`src/design/lsr_pkg.sv`:
```
`default_nettype none
package lsr_pkg;

	localparam int LSR_DEPTH = 32;
	localparam int DATA_W    = 32;
	localparam int OP_W      = 2;
	localparam int STAT_W    = 2;

	typedef enum logic [OP_W-1:0] {
		OP_PUSH = 2'd0,
		OP_POP  = 2'd1,
		OP_DUMP = 2'd2,
		OP_REV  = 2'd3
	} op_t;

	localparam logic [STAT_W-1:0] STAT_OK    = 2'd0;
	localparam logic [STAT_W-1:0] STAT_FULL  = 2'd1;
	localparam logic [STAT_W-1:0] STAT_EMPTY = 2'd2;

	typedef enum logic {
		ST_IDLE,
		ST_DUMP
	} state_t;

endpackage
`default_nettype wire

```
`src/design/lsr_in_if.sv`:
```
`default_nettype none
interface lsr_in_if
	import lsr_pkg::*;
();
	logic                     valid;
	logic                     ready;
	logic [OP_W-1:0]          op;
	logic signed [DATA_W-1:0] push_value;

	modport source (output valid, output op, output push_value, input ready);
	modport sink   (input valid, input op, input push_value, output ready);
endinterface
`default_nettype wire

```
`src/design/lsr_out_if.sv`:
```
`default_nettype none
interface lsr_out_if
	import lsr_pkg::*;
();
	logic                     valid;
	logic                     ready;
	logic signed [DATA_W-1:0] data_out;
	logic [STAT_W-1:0]        status;
	logic                     last;

	modport source (output valid, output data_out, output status, output last, input ready);
	modport sink   (input valid, input data_out, input status, input last, output ready);
endinterface
`default_nettype wire

```
`src/design/lsr_ram.sv`:
```
`default_nettype none
module lsr_ram #(
	parameter int WIDTH = 32,
	parameter int DEPTH = 32
) (
	input  wire logic                     clk,
	input  wire logic                     we,
	input  wire logic [$clog2(DEPTH)-1:0] waddr,
	input  wire logic [WIDTH-1:0]         wdata,
	input  wire logic                     re,
	input  wire logic [$clog2(DEPTH)-1:0] raddr,
	output logic      [WIDTH-1:0]         rdata
);

	logic [WIDTH-1:0] mem [DEPTH];

	always_ff @(posedge clk) begin
		if (we) begin
			mem[waddr] <= wdata;
		end
		// read data holds until the next read
		if (re) begin
			rdata <= mem[raddr];
		end
	end

endmodule
`default_nettype wire

```
`src/design/lifo_stack_with_reverse.sv`:
```
`default_nettype none
// Channel  Dir  Handshake          Payload
// req      in   valid / ready      op, push_value
// rsp      out  valid / ready      data_out, status, last
//
// Push, pop and reverse each give one result; dump gives one result per stored
// word, one RAM read per result. Each result passes through the RAM read stage and then the
// output register. The words sit in a ring in one RAM, addressed from a base
// and a direction, so reverse only moves the base and flips the direction.
// Reset clears fill count, base, direction and the sequencer; the RAM is not
// cleared. With rsp.ready low a valid output register holds, and once the RAM
// read stage also holds an item its read data holds and req.ready drops.
module lifo_stack_with_reverse
	import lsr_pkg::*;
#(
	parameter int DEPTH = LSR_DEPTH
) (
	input  wire logic  clk,
	input  wire logic  arst_n,
	lsr_in_if.sink     req,
	lsr_out_if.source  rsp
);

	localparam int AW = $clog2(DEPTH);
	localparam int CW = $clog2(DEPTH + 1);

	state_t            state_q, state_d;
	logic [CW-1:0]     n_q, n_d;
	logic [AW-1:0]     base_q, base_d;
	logic              dir_q, dir_d;
	logic [AW-1:0]     dump_idx_q;

	logic              v_s1, mem_s1, last_s1;
	logic [STAT_W-1:0] status_s1;

	logic              ov_q, olast_q;
	logic [DATA_W-1:0] odata_q;
	logic [STAT_W-1:0] ostat_q;

	logic              adv, s1_free, acc, empty, full;
	logic              issue, rd_en, wr_en, is_mem, is_last, dump_start, dump_idx_inc;
	logic [STAT_W-1:0] stat;
	logic [CW-1:0]     nm1;
	logic [AW-1:0]     lidx, paddr;
	logic [AW:0]       fwd, bwd;
	logic [DATA_W-1:0] rd_data, wr_data;

	assign adv      = !ov_q || rsp.ready;
	assign s1_free  = !v_s1 || adv;
	assign req.ready = s1_free && (state_q == ST_IDLE);
	assign acc      = req.valid && req.ready;
	assign empty    = (n_q == '0);
	assign full     = (n_q == CW'(DEPTH));
	assign nm1      = n_q - CW'(1);
	assign wr_data  = req.push_value;

	// logical index to ring address
	always_comb begin
		fwd = {1'b0, base_q} + {1'b0, lidx};
		if (fwd >= (AW+1)'(DEPTH)) begin
			fwd = fwd - (AW+1)'(DEPTH);
		end
		if (base_q >= lidx) begin
			bwd = {1'b0, base_q} - {1'b0, lidx};
		end else begin
			bwd = {1'b0, base_q} + (AW+1)'(DEPTH) - {1'b0, lidx};
		end
		paddr = dir_q ? bwd[AW-1:0] : fwd[AW-1:0];
	end

	// issue logic
	always_comb begin
		issue        = 1'b0;
		rd_en        = 1'b0;
		wr_en        = 1'b0;
		is_mem       = 1'b0;
		is_last      = 1'b1;
		stat         = STAT_OK;
		lidx         = '0;
		n_d          = n_q;
		base_d       = base_q;
		dir_d        = dir_q;
		dump_start   = 1'b0;
		dump_idx_inc = 1'b0;
		unique case (state_q)
			ST_IDLE: begin
				if (acc) begin
					issue = 1'b1;
					unique case (op_t'(req.op))
						OP_PUSH: begin
							if (full) begin
								stat = STAT_FULL;
							end else begin
								wr_en = 1'b1;
								lidx  = n_q[AW-1:0];
								n_d   = n_q + CW'(1);
							end
						end
						OP_POP: begin
							if (empty) begin
								stat = STAT_EMPTY;
							end else begin
								rd_en  = 1'b1;
								is_mem = 1'b1;
								lidx   = nm1[AW-1:0];
								n_d    = nm1;
							end
						end
						OP_DUMP: begin
							if (empty) begin
								stat = STAT_EMPTY;
							end else begin
								rd_en      = 1'b1;
								is_mem     = 1'b1;
								is_last    = (n_q == CW'(1));
								dump_start = (n_q != CW'(1));
							end
						end
						OP_REV: begin
							if (empty) begin
								stat = STAT_EMPTY;
							end else begin
								// old top becomes the bottom, walking the other way
								lidx   = nm1[AW-1:0];
								base_d = paddr;
								dir_d  = !dir_q;
							end
						end
					endcase
				end
			end
			ST_DUMP: begin
				if (s1_free) begin
					issue        = 1'b1;
					rd_en        = 1'b1;
					is_mem       = 1'b1;
					lidx         = dump_idx_q;
					is_last      = (CW'(dump_idx_q) + CW'(1) == n_q);
					dump_idx_inc = 1'b1;
				end
			end
		endcase
	end

	always_comb begin
		state_d = state_q;
		unique case (state_q)
			ST_IDLE: begin
				if (dump_start) begin
					state_d = ST_DUMP;
				end
			end
			ST_DUMP: begin
				if (issue && is_last) begin
					state_d = ST_IDLE;
				end
			end
		endcase
	end

	always_ff @(posedge clk or negedge arst_n) begin
		if (!arst_n) begin
			state_q    <= ST_IDLE;
			n_q        <= '0;
			base_q     <= '0;
			dir_q      <= 1'b0;
			dump_idx_q <= '0;
			v_s1       <= 1'b0;
			ov_q       <= 1'b0;
		end else begin
			state_q <= state_d;
			n_q     <= n_d;
			base_q  <= base_d;
			dir_q   <= dir_d;
			if (dump_start) begin
				dump_idx_q <= AW'(1);
			end else if (dump_idx_inc) begin
				dump_idx_q <= dump_idx_q + AW'(1);
			end
			if (s1_free) begin
				v_s1 <= issue;
			end
			if (adv) begin
				ov_q <= v_s1;
			end
		end
	end

	always_ff @(posedge clk) begin
		if (issue) begin
			mem_s1    <= is_mem;
			last_s1   <= is_last;
			status_s1 <= stat;
		end
		if (adv && v_s1) begin
			odata_q <= mem_s1 ? rd_data : '0;
			ostat_q <= status_s1;
			olast_q <= last_s1;
		end
	end

	lsr_ram #(
		.WIDTH (DATA_W),
		.DEPTH (DEPTH)
	) u_ram (
		.clk   (clk),
		.we    (wr_en),
		.waddr (paddr),
		.wdata (wr_data),
		.re    (rd_en),
		.raddr (paddr),
		.rdata (rd_data)
	);

	assign rsp.valid    = ov_q;
	assign rsp.data_out = odata_q;
	assign rsp.status   = ostat_q;
	assign rsp.last     = olast_q;

endmodule
`default_nettype wire
```
`src/flat_wrapper.sv`:
```
// flat-port wrapper written by rule: the top's interface ports become plain ports
module lifo_stack_with_reverse_flat import lsr_pkg::*;
#(
	parameter int DEPTH = LSR_DEPTH
)
  (clk, arst_n, req_valid, req_op, req_push_value, req_ready, rsp_valid, rsp_data_out, rsp_status, rsp_last, rsp_ready);
  lsr_in_if req_i ();
  lsr_out_if rsp_i ();
  input  wire logic clk;
  input  wire logic arst_n;
  input wire logic [$bits(req_i.valid)-1:0] req_valid;
  input wire logic [$bits(req_i.op)-1:0] req_op;
  input wire logic [$bits(req_i.push_value)-1:0] req_push_value;
  output wire logic [$bits(req_i.ready)-1:0] req_ready;
  output wire logic [$bits(rsp_i.valid)-1:0] rsp_valid;
  output wire logic [$bits(rsp_i.data_out)-1:0] rsp_data_out;
  output wire logic [$bits(rsp_i.status)-1:0] rsp_status;
  output wire logic [$bits(rsp_i.last)-1:0] rsp_last;
  input wire logic [$bits(rsp_i.ready)-1:0] rsp_ready;
  assign req_i.valid = req_valid;
  assign req_i.op = req_op;
  assign req_i.push_value = req_push_value;
  assign req_ready = req_i.ready;
  assign rsp_valid = rsp_i.valid;
  assign rsp_data_out = rsp_i.data_out;
  assign rsp_status = rsp_i.status;
  assign rsp_last = rsp_i.last;
  assign rsp_i.ready = rsp_ready;
  lifo_stack_with_reverse #(.DEPTH(DEPTH)) u_core (.clk(clk), .arst_n(arst_n), .req(req_i), .rsp(rsp_i));
endmodule
```
`config.mk`:
```
export PLATFORM = sky130hd
export DESIGN_NAME = lifo_stack_with_reverse_flat
export DESIGN_NICKNAME = d
export VERILOG_FILES = /design/src/design/lsr_pkg.sv /design/src/design/lsr_in_if.sv /design/src/design/lsr_out_if.sv /design/src/design/lsr_ram.sv /design/src/design/lifo_stack_with_reverse.sv /design/src/flat_wrapper.sv
export SDC_FILE = /design/constraint.sdc
export NUM_CORES = 1
export LEC_CHECK = 0
export BUFFER_PORTS_ARGS = -buffer_cell sky130_fd_sc_hd__buf_4
export CORE_AREA = 2 2 299 301
export DETAILED_ROUTE_END_ITERATION = 8
export DIE_AREA = 0 0 301 303
export PLACE_DENSITY_LB_ADDON = 0.15
export SYNTH_ARGS = -nofsm -noshare
export SYNTH_HDL_FRONTEND = slang
export SYNTH_SLANG_ARGS = --single-unit
```
`constraint.sdc`:
```
create_clock -name clk -period 14.8 [get_ports clk]
set_clock_uncertainty 0.2 [all_clocks]
set_input_delay 0.74 -clock clk [delete_from_list [all_inputs] [get_ports clk]]
set_output_delay 0.74 -clock clk [all_outputs]
set_load 0.01 [all_outputs]
```
==> results of run 1 <==
-- registers in the layout, indices dropped and copies added, names as in the netlist --
register / flops
u_core.base_q: 5
u_core.rsp.last: 1
u_core.status_s1: 2
u_core.dump_idx_q: 5
u_core.dir_q: 1
u_core.state_q: 1
u_core.rsp.data_out: 32
u_core.u_ram.mem: 1024
u_core.mem_s1: 1
u_core.rsp.status: 2
u_core.n_q: 6
u_core.last_s1: 1
u_core.v_s1: 1
u_core.u_ram.rdata: 32
u_core.rsp.valid: 1
-- area by class of cell --
class	instances	share of cell area, %
Antenna cell	2	0.0101
Clock buffer	135	5.92
Clock inverter	70	1.41
Inverter	10	0.0758
Multi-Input combinational cell	719	20.0
Sequential cell	1115	67.4
Tap cell	1165	2.94
Timing Repair Buffer	145	2.25
-- power breakdown --
group	internal (mW)	total (mW)	leakage (nW)	switching (mW)
Sequential	3.75	3.85	10.1	0.0977
Clock	1.62	2.79	1.76	1.17
Combinational	2.34	5.02	4.52	2.68
Total	7.71	11.7	16.4	3.95
-- placed cells by master (no fill, tap or decap), types with 6 or more instances in the layout --
master                          n
sky130_fd_sc_hd__clkinv_2      22
sky130_fd_sc_hd__mux2i_1      196
sky130_fd_sc_hd__inv_1          9
sky130_fd_sc_hd__clkbuf_16    114
sky130_fd_sc_hd__edfxtp_1    1095
sky130_fd_sc_hd__buf_4        142
sky130_fd_sc_hd__dfrtp_1       20
sky130_fd_sc_hd__o21ai_0       17
sky130_fd_sc_hd__mux4_2       256
sky130_fd_sc_hd__bufinv_16     12
sky130_fd_sc_hd__and2_1        35
sky130_fd_sc_hd__xor2_1         7
sky130_fd_sc_hd__nor2_1        18
sky130_fd_sc_hd__clkinv_1      21
sky130_fd_sc_hd__mux2_2        33
sky130_fd_sc_hd__ha_1          17
sky130_fd_sc_hd__clkinvlp_4     8
sky130_fd_sc_hd__xnor2_1       11
sky130_fd_sc_hd__clkbuf_1      21
sky130_fd_sc_hd__a21oi_1        7
sky130_fd_sc_hd__nand2_1       19
sky130_fd_sc_hd__nand2b_1       8
sky130_fd_sc_hd__nor3_2        32
sky130_fd_sc_hd__nand3_1        6
-- worst register-to-register path, stage by stage (launching register included) --
cell                       delay, ps
sky130_fd_sc_hd__dfrtp_1         470
sky130_fd_sc_hd__inv_1           180
sky130_fd_sc_hd__ha_1            270
sky130_fd_sc_hd__nor3b_2         280
sky130_fd_sc_hd__nand3b_1        170
sky130_fd_sc_hd__nand2_1         250
sky130_fd_sc_hd__mux2i_1         130
sky130_fd_sc_hd__a22o_1          270
sky130_fd_sc_hd__ha_4            810
sky130_fd_sc_hd__buf_12          660
sky130_fd_sc_hd__buf_4           900
sky130_fd_sc_hd__buf_4           910
sky130_fd_sc_hd__mux4_2          640
sky130_fd_sc_hd__mux2i_1         260
sky130_fd_sc_hd__mux2i_1         180
sky130_fd_sc_hd__mux2_2          320
-- metal layers --
metal | share of wire, % | GRT usage (%) | vias up
li1 | - | - | 8441
met1 | 45 | 32.2 | 10800
met2 | 47 | 33.6 | 634
met3 | 6.3 | 3.85 | 127
met4 | 1.7 | 5.03 | 0
met5 | 0 | 0 | -
-- worst paths after layout --
check / start / to / slack [ps] / depth (start not counted)
min reg2reg: u_core.status_s1[1]$_SDFFCE_PP0N_ / u_core.rsp.status[1]$_DFFE_PP_ / 220 / 0
min: req_valid / u_core.v_s1$_DFFE_PN0N_ / 100 / 3
min in group asynchronous: arst_n / u_core.dir_q$_DFFE_PN0P_ / 280 / 2
max reg2reg: u_core.n_q[0]$_DFFE_PN0P_ / u_core.u_ram.rdata[9]$_DFFE_PP_ / 7660 / 15
max: u_core.n_q[0]$_DFFE_PN0P_ / u_core.u_ram.rdata[9]$_DFFE_PP_ / 7660 / 15
max in group asynchronous: arst_n / u_core.dump_idx_q[0]$_DFFE_PN0P_ / 13890 / 2
-- kinds of logic after synthesis --
family          share of synthesized area [%]
flops                                    76.4
mux                                      18.5
simple gates                             1.87
buf+inv                                  1.46
compound gates                          0.676
xor+xnor                                0.421
fa+ha+maj                               0.607
==> run metrics, run 1 <==
outcome completed; Util after Layout 56.3%; clock latency on the worst-skew pair 680 ps; # nets final 2161; antenna violations before repair 5; maximum level of the CTS H-tree 3; library cell with the highest instance count after synthesis sky130_fd_sc_hd__edfxtp_1; number of clock buffers inserted by TritonCTS 112; initial drt markers 2118; Crit Path Category reg2reg; post-route setup slack 7660 ps; Worst path max stage delay 870 ps; Post-Synthesis Cell Area 43700 um^2; library cell appearing most often on the critical path sky130_fd_sc_hd__mux2i_1; cell accounting for the most synthesized area sky130_fd_sc_hd__edfxtp_1; combined area of the multi-input logic cells 9900 um^2; Total Power Consumption 11.7 mW; time the worst path needs with I/O delays and setup 7140 ps; Layout Cell Area excl Fill 49500 um^2; slew of the pin with the lowest slew margin 1110 ps; worst-path cell with the longest stage delay sky130_fd_sc_hd__buf_4; half-perimeter wire length of the detailed placement result 52600 um; Die Area 91200 um^2; Achievable Freq 140 MHz; crit start category register; routability cong. 0.823; setup repair bufs after CTS 0; hold buffer count at CTS 1; Synth Warn # 0; die width 301 um; TritonCTS clock tree done; Pre-Repair DR Iteration Count 5; maximum number of pins on one net before global-route repair 137; Min Hold Slack 96.4 ps; final routed wirelength across all metal layers 96300 um; Worst path top cell family by delay buffers and inverters; fill cell instance count of the final layout 6466; count of port buffers added during placement 74; Via density 5.96; Cells after Synth 1945; most instantiated flip-flop cell in the synthesis netlist sky130_fd_sc_hd__edfxtp_1; crit share post-route 48.2%; mean post-synth cell area 22.5 um^2; TritonCTS Sinks 1115; wire per inst 28.6 um; detailed-route via count 20.0k; GRT Overall Usage 21.6%; pwr dens 235 nW/um^2; CTS clock-pin slew for the worst setup and hold paths 60 ps; Cell Count, Final, Fillers Out 3361; buffer depth of the longest clock path 3; area of all sequential standard cells 33400 um^2; setup repair after global routing missed its margin false; die height 303 um; initial core utilization 49.7%; sum of buffers and inverters on the critical path 4; area of the core region 88000 um^2; Post-Place Setup Slack 7430 ps; clock root cell sky130_fd_sc_hd__clkbuf_16; antenna-violating nets left 0; Setup TNS 0 ps; global-route wire length before repair 142000 um; top-level port count 75; portion of the post-synthesis area used by sequential elements 76.4%; Post-Place Cells 3153; vias in the first global route 20.7k; post-placement cell area 45900 um^2; detailed-route DRC error count 0; maximum vdd ir drop 0.314 mV; total gr overflow 0; Final Hold Viols 0; floorplan row count 109; post-CTS resize count 0; Slew Limit Headroom 26.3%; async set-or-reset flop fraction in the synthesized netlist 1.79%; Cell Chain, Critical Path inv_1 -> ha_1 -> nor3b_2 -> nand3b_1 -> nand2_1 -> mux2i_1 -> a22o_1 -> ha_4 -> buf_12 -> buf_4 -> buf_4 -> mux4_2 -> mux2i_1 -> mux2i_1 -> mux2_2; synth cell count leaders sky130_fd_sc_hd__edfxtp_1, sky130_fd_sc_hd__mux4_2, sky130_fd_sc_hd__mux2i_1, sky130_fd_sc_hd__clkbuf_1, sky130_fd_sc_hd__and2_1; class of the tightest hold or removal check in2reg; number of synthesized register bits 1115; net count of the mapped netlist 2003; worst path arrival time 7380 ps; Max Cap Viol 0; number of failing setup endpoints in the final timing report 0; kind of end point of the critical path register; Pins Over Slew Limit 0; share of final-layout standard cells stronger than drive strength 1 29.2%; P&R area growth vs syn 13.4%; leakage power of the design 16.4 nW; Post-synth EDFFs 1095; highest fanout seen on the critical path 90; number of distinct library cell variants in the gate-level netlist after synthesis 55; portion of synthesized cell area occupied by the leading cell type 75.3%; top post-synthesis cells by area sky130_fd_sc_hd__edfxtp_1, sky130_fd_sc_hd__mux4_2, sky130_fd_sc_hd__mux2i_1; required time of the critical path 15040 ps
Note: power is estimated with default switching activity, not from simulation.
==> run 2: changes to the inputs <==
ABC_AREA = 1   (was unset)
CORE_AREA = 2 2 307 309   (was 2 2 299 301)
DIE_AREA = 0 0 309 311   (was 0 0 301 303)
clock period = 7.3 ns   (was 14.8 ns; I/O delays follow)
==> run 2 against run 1 <==
Against the previous run:
- via count is 49% higher
- maximum frequency is 26% higher
- critical path depth stayed put
- die area is 5.4% higher
- flip-flop and latch count stayed put
- highest routed layer is now met5
==> run metrics, run 2 <==
final routed wirelength across all metal layers 124000 um (was 96300 um); Via density 5.28 (was 5.96); reg2reg path depth 15 (unchanged); portion of the post-synthesis area used by sequential elements 72.4% (was 76.4%); crit share post-route 77.7% (was 48.2%); total gr overflow 0 (unchanged); antenna-violating nets left 0 (unchanged); async set-or-reset flop fraction in the synthesized netlist 1.79% (unchanged); slew of the pin with the lowest slew margin 1440 ps (was 1110 ps); time the worst path needs with I/O delays and setup 5670 ps (was 7140 ps); Final Hold Viols 0 (unchanged); TritonCTS Sinks 1115 (unchanged); number of clock buffers inserted by TritonCTS 112 (unchanged); Max Cap Viol 0 (unchanged); Achievable Freq 176 MHz (was 140 MHz); detailed-route via count 30.0k (was 20.0k); library cell with the highest instance count after synthesis sky130_fd_sc_hd__nand2_1 (was sky130_fd_sc_hd__edfxtp_1); Slew Limit Headroom 4.02% (was 26.3%); sum of buffers and inverters on the critical path 3 (was 4); number of flip-flops under the largest register name 1024 (unchanged); setup repair after global routing missed its margin false (unchanged); TritonCTS clock tree done (unchanged); Util after Layout 56.1% (was 56.3%); Post-Synthesis Cell Area 46100 um^2 (was 43700 um^2); crit start category register (unchanged); buffer depth of the longest clock path 3 (unchanged); Die Area 96100 um^2 (was 91200 um^2); area of the core region 92800 um^2 (was 88000 um^2); post-CTS resize count 0 (unchanged); initial drt markers 3047 (was 2118); CTS clock-pin slew for the worst setup and hold paths 60 ps (about the same); required time of the critical path 7460 ps (was 15040 ps); antenna violations before repair 5 (unchanged); Post-synth EDFFs 1095 (unchanged); post-route setup slack 1630 ps (was 7660 ps); top-level port count 75 (unchanged); worst-path cell with the longest stage delay sky130_fd_sc_hd__nor2_4 (was sky130_fd_sc_hd__buf_4); vias in the first global route 28.7k (was 20.7k); kind of end point of the critical path register (unchanged); outcome completed (unchanged); class of the tightest hold or removal check in2reg (unchanged); number of synthesized register bits 1115 (unchanged); portion of synthesized cell area occupied by the leading cell type 71.4% (was 75.3%); Post-Place Setup Slack 1680 ps (was 7430 ps); maximum number of pins on one net before global-route repair 196 (was 137); wire per inst 21.8 um (was 28.6 um); worst path arrival time 5840 ps (was 7380 ps); commonest non-fill, non-tap cell in the layout sky130_fd_sc_hd__nand2_1 (was sky130_fd_sc_hd__edfxtp_1); count of port buffers added during placement 74 (unchanged); Diodes inserted 0 (was 2); register containing the most flip-flops in the final layout u_core.u_ram.mem (unchanged); maximum level of the CTS H-tree 3 (unchanged); die height 311 um (was 303 um); die width 309 um (was 301 um); Hold Path Stages 3 (unchanged); Pre-Repair DR Iteration Count 6 (was 5); number of failing setup endpoints in the final timing report 0 (unchanged); most frequent cells in the layout sky130_fd_sc_hd__nand2_1, sky130_fd_sc_hd__edfxtp_1, sky130_fd_sc_hd__nand3_1 (was sky130_fd_sc_hd__edfxtp_1, sky130_fd_sc_hd__mux4_2, sky130_fd_sc_hd__mux2i_1); clock latency on the worst-skew pair 690 ps (was 680 ps); GRT Overall Usage 26.0% (was 21.6%); cell accounting for the most synthesized area sky130_fd_sc_hd__edfxtp_1 (unchanged); half-perimeter wire length of the detailed placement result 64700 um (was 52600 um); Cells after Synth 4244 (was 1945); Crit Path Category reg2reg (unchanged); synth cell count leaders sky130_fd_sc_hd__nand2_1, sky130_fd_sc_hd__edfxtp_1, sky130_fd_sc_hd__nand3_1, sky130_fd_sc_hd__buf_2, sky130_fd_sc_hd__inv_1 (was sky130_fd_sc_hd__edfxtp_1, sky130_fd_sc_hd__mux4_2, sky130_fd_sc_hd__mux2i_1, sky130_fd_sc_hd__clkbuf_1, sky130_fd_sc_hd__and2_1); mean post-synth cell area 10.9 um^2 (was 22.5 um^2); global-route wire length before repair 185000 um (was 142000 um); number of gates on the worst path with buffers counted 15 (unchanged); Worst path top cell family by delay simple AND/OR/NAND/NOR gates (was buffers and inverters); initial core utilization 49.7% (about the same); fill cell instance count of the final layout 7882 (was 6466); clock root cell sky130_fd_sc_hd__clkbuf_16 (unchanged); hold buffer count at CTS 38 (was 1); # nets final 4388 (was 2161); Synth Warn # 0 (unchanged); share of final-layout standard cells stronger than drive strength 1 7.89% (was 29.2%); top post-synthesis cells by area sky130_fd_sc_hd__edfxtp_1, sky130_fd_sc_hd__nand2_1, sky130_fd_sc_hd__nand3_1 (was sky130_fd_sc_hd__edfxtp_1, sky130_fd_sc_hd__mux4_2, sky130_fd_sc_hd__mux2i_1); number of distinct library cell variants in the gate-level netlist after synthesis 33 (was 55); net count of the mapped netlist 4302 (was 2003); Pins Over Slew Limit 0 (unchanged); routability cong. 0.879 (was 0.823); most instantiated flip-flop cell in the synthesis netlist sky130_fd_sc_hd__edfxtp_1 (unchanged); setup repair bufs after CTS 0 (unchanged); Setup TNS 0 ps (unchanged); detailed-route DRC error count 0 (unchanged); Worst path max stage delay 880 ps (was 870 ps); highest fanout seen on the critical path 38 (was 90); floorplan row count 112 (was 109); P&R area growth vs syn 13.0% (was 13.4%); Cell Chain, Critical Path inv_1 -> ha_1 -> nand4_1 -> nand2_1 -> nand2_1 -> a32o_1 -> ha_1 -> nand3_1 -> nand3_1 -> o21ai_0 -> nand2_4 -> clkinv_2 -> nand4_1 -> nor2_4 -> buf_12 (was inv_1 -> ha_1 -> nor3b_2 -> nand3b_1 -> nand2_1 -> mux2i_1 -> a22o_1 -> ha_4 -> buf_12 -> buf_4 -> buf_4 -> mux4_2 -> mux2i_1 -> mux2i_1 -> mux2_2)
[run 2: cell count changes after synthesis, sizes merged, moves of 15 or more]
cell / delta
mux2i: -196
nand3: +222
inv: +68
mux4: -256
and2: -36
nor2: +40
nand2: +2467
mux2: -33
nor3: -33
clkbuf: -15
buf: +116
[run 2: layout make-up]
cell class | instances | area, um^2 | area share [%]
timing repair buffer | 174 | 1650 | 3.17
multi-input combinational | 2849 | 11700 | 22.4
clock buffer | 137 | 2950 | 5.66
tap | 1254 | 1570 | 3.01
inverter | 78 | 307 | 0.589
sequential | 1115 | 33400 | 64.1
clock inverter | 70 | 547 | 1.05
[run 2: layer usage]
layer	vias up	track usage (%)	wire length, um
met5	-	0	29
met4	4	6.51	2920
met3	172	3.75	8800
met2	1086	42.3	58700
met1	14500	36.9	53600
li1	14200	-	-
[run 2: per-stage QoR]
stage	area, um^2	hold slack (ps)	cells
3_5_place_dp	48200	80.3	5432
3_3_place_gp	48200	76.8	5432
2_1_floorplan	46100	-131	4244
4_1_cts	52100	2.05	5677
5_1_grt	52100	16.8	5677
6_report	52100	41.0	5677
[run 2: tightest hold or removal path: stages]
cell and delay (ps):
sky130_fd_sc_hd__buf_4 90, sky130_fd_sc_hd__ha_1 190, sky130_fd_sc_hd__nor4_1 90
[run 2: final timing paths]
| path | to | start | slack, ps |
|---|---|---|---|
| min in group asynchronous | u_core.base_q[4]$_DFFE_PN0P_ | arst_n | 750 |
| hold reg to reg | u_core.rsp.status[1]$_DFFE_PP_ | u_core.status_s1[1]$_SDFFCE_PP0N_ | 220 |
| setup / recovery | u_core.u_ram.mem[21][17]$_DFFE_PP_ | u_core.n_q[0]$_DFFE_PN0P_ | 1630 |
| hold / removal | u_core.status_s1[0]$_SDFFCE_PP0N_ | req_op[0] | 40 |
| max in group asynchronous | u_core.dump_idx_q[0]$_DFFE_PN0P_ | arst_n | 5520 |
| setup reg to reg | u_core.u_ram.mem[21][17]$_DFFE_PP_ | u_core.n_q[0]$_DFFE_PN0P_ | 1630 |
[run 2: cell families (layout without fill, tap and decap cells)]
logic type,after synthesis,count (layout),synth area share [%]
simple gates,2786,2786,23.5
flops,1115,1115,72.4
buf+inv,280,459,2.82
compound gates,31,31,0.396
fa+ha+maj,20,20,0.576
xor+xnor,12,12,0.228
Power of run 2 is left out: the tool's default activity adds up to more than one toggle a clock period on the data nets, which glitch-free logic cannot reach.
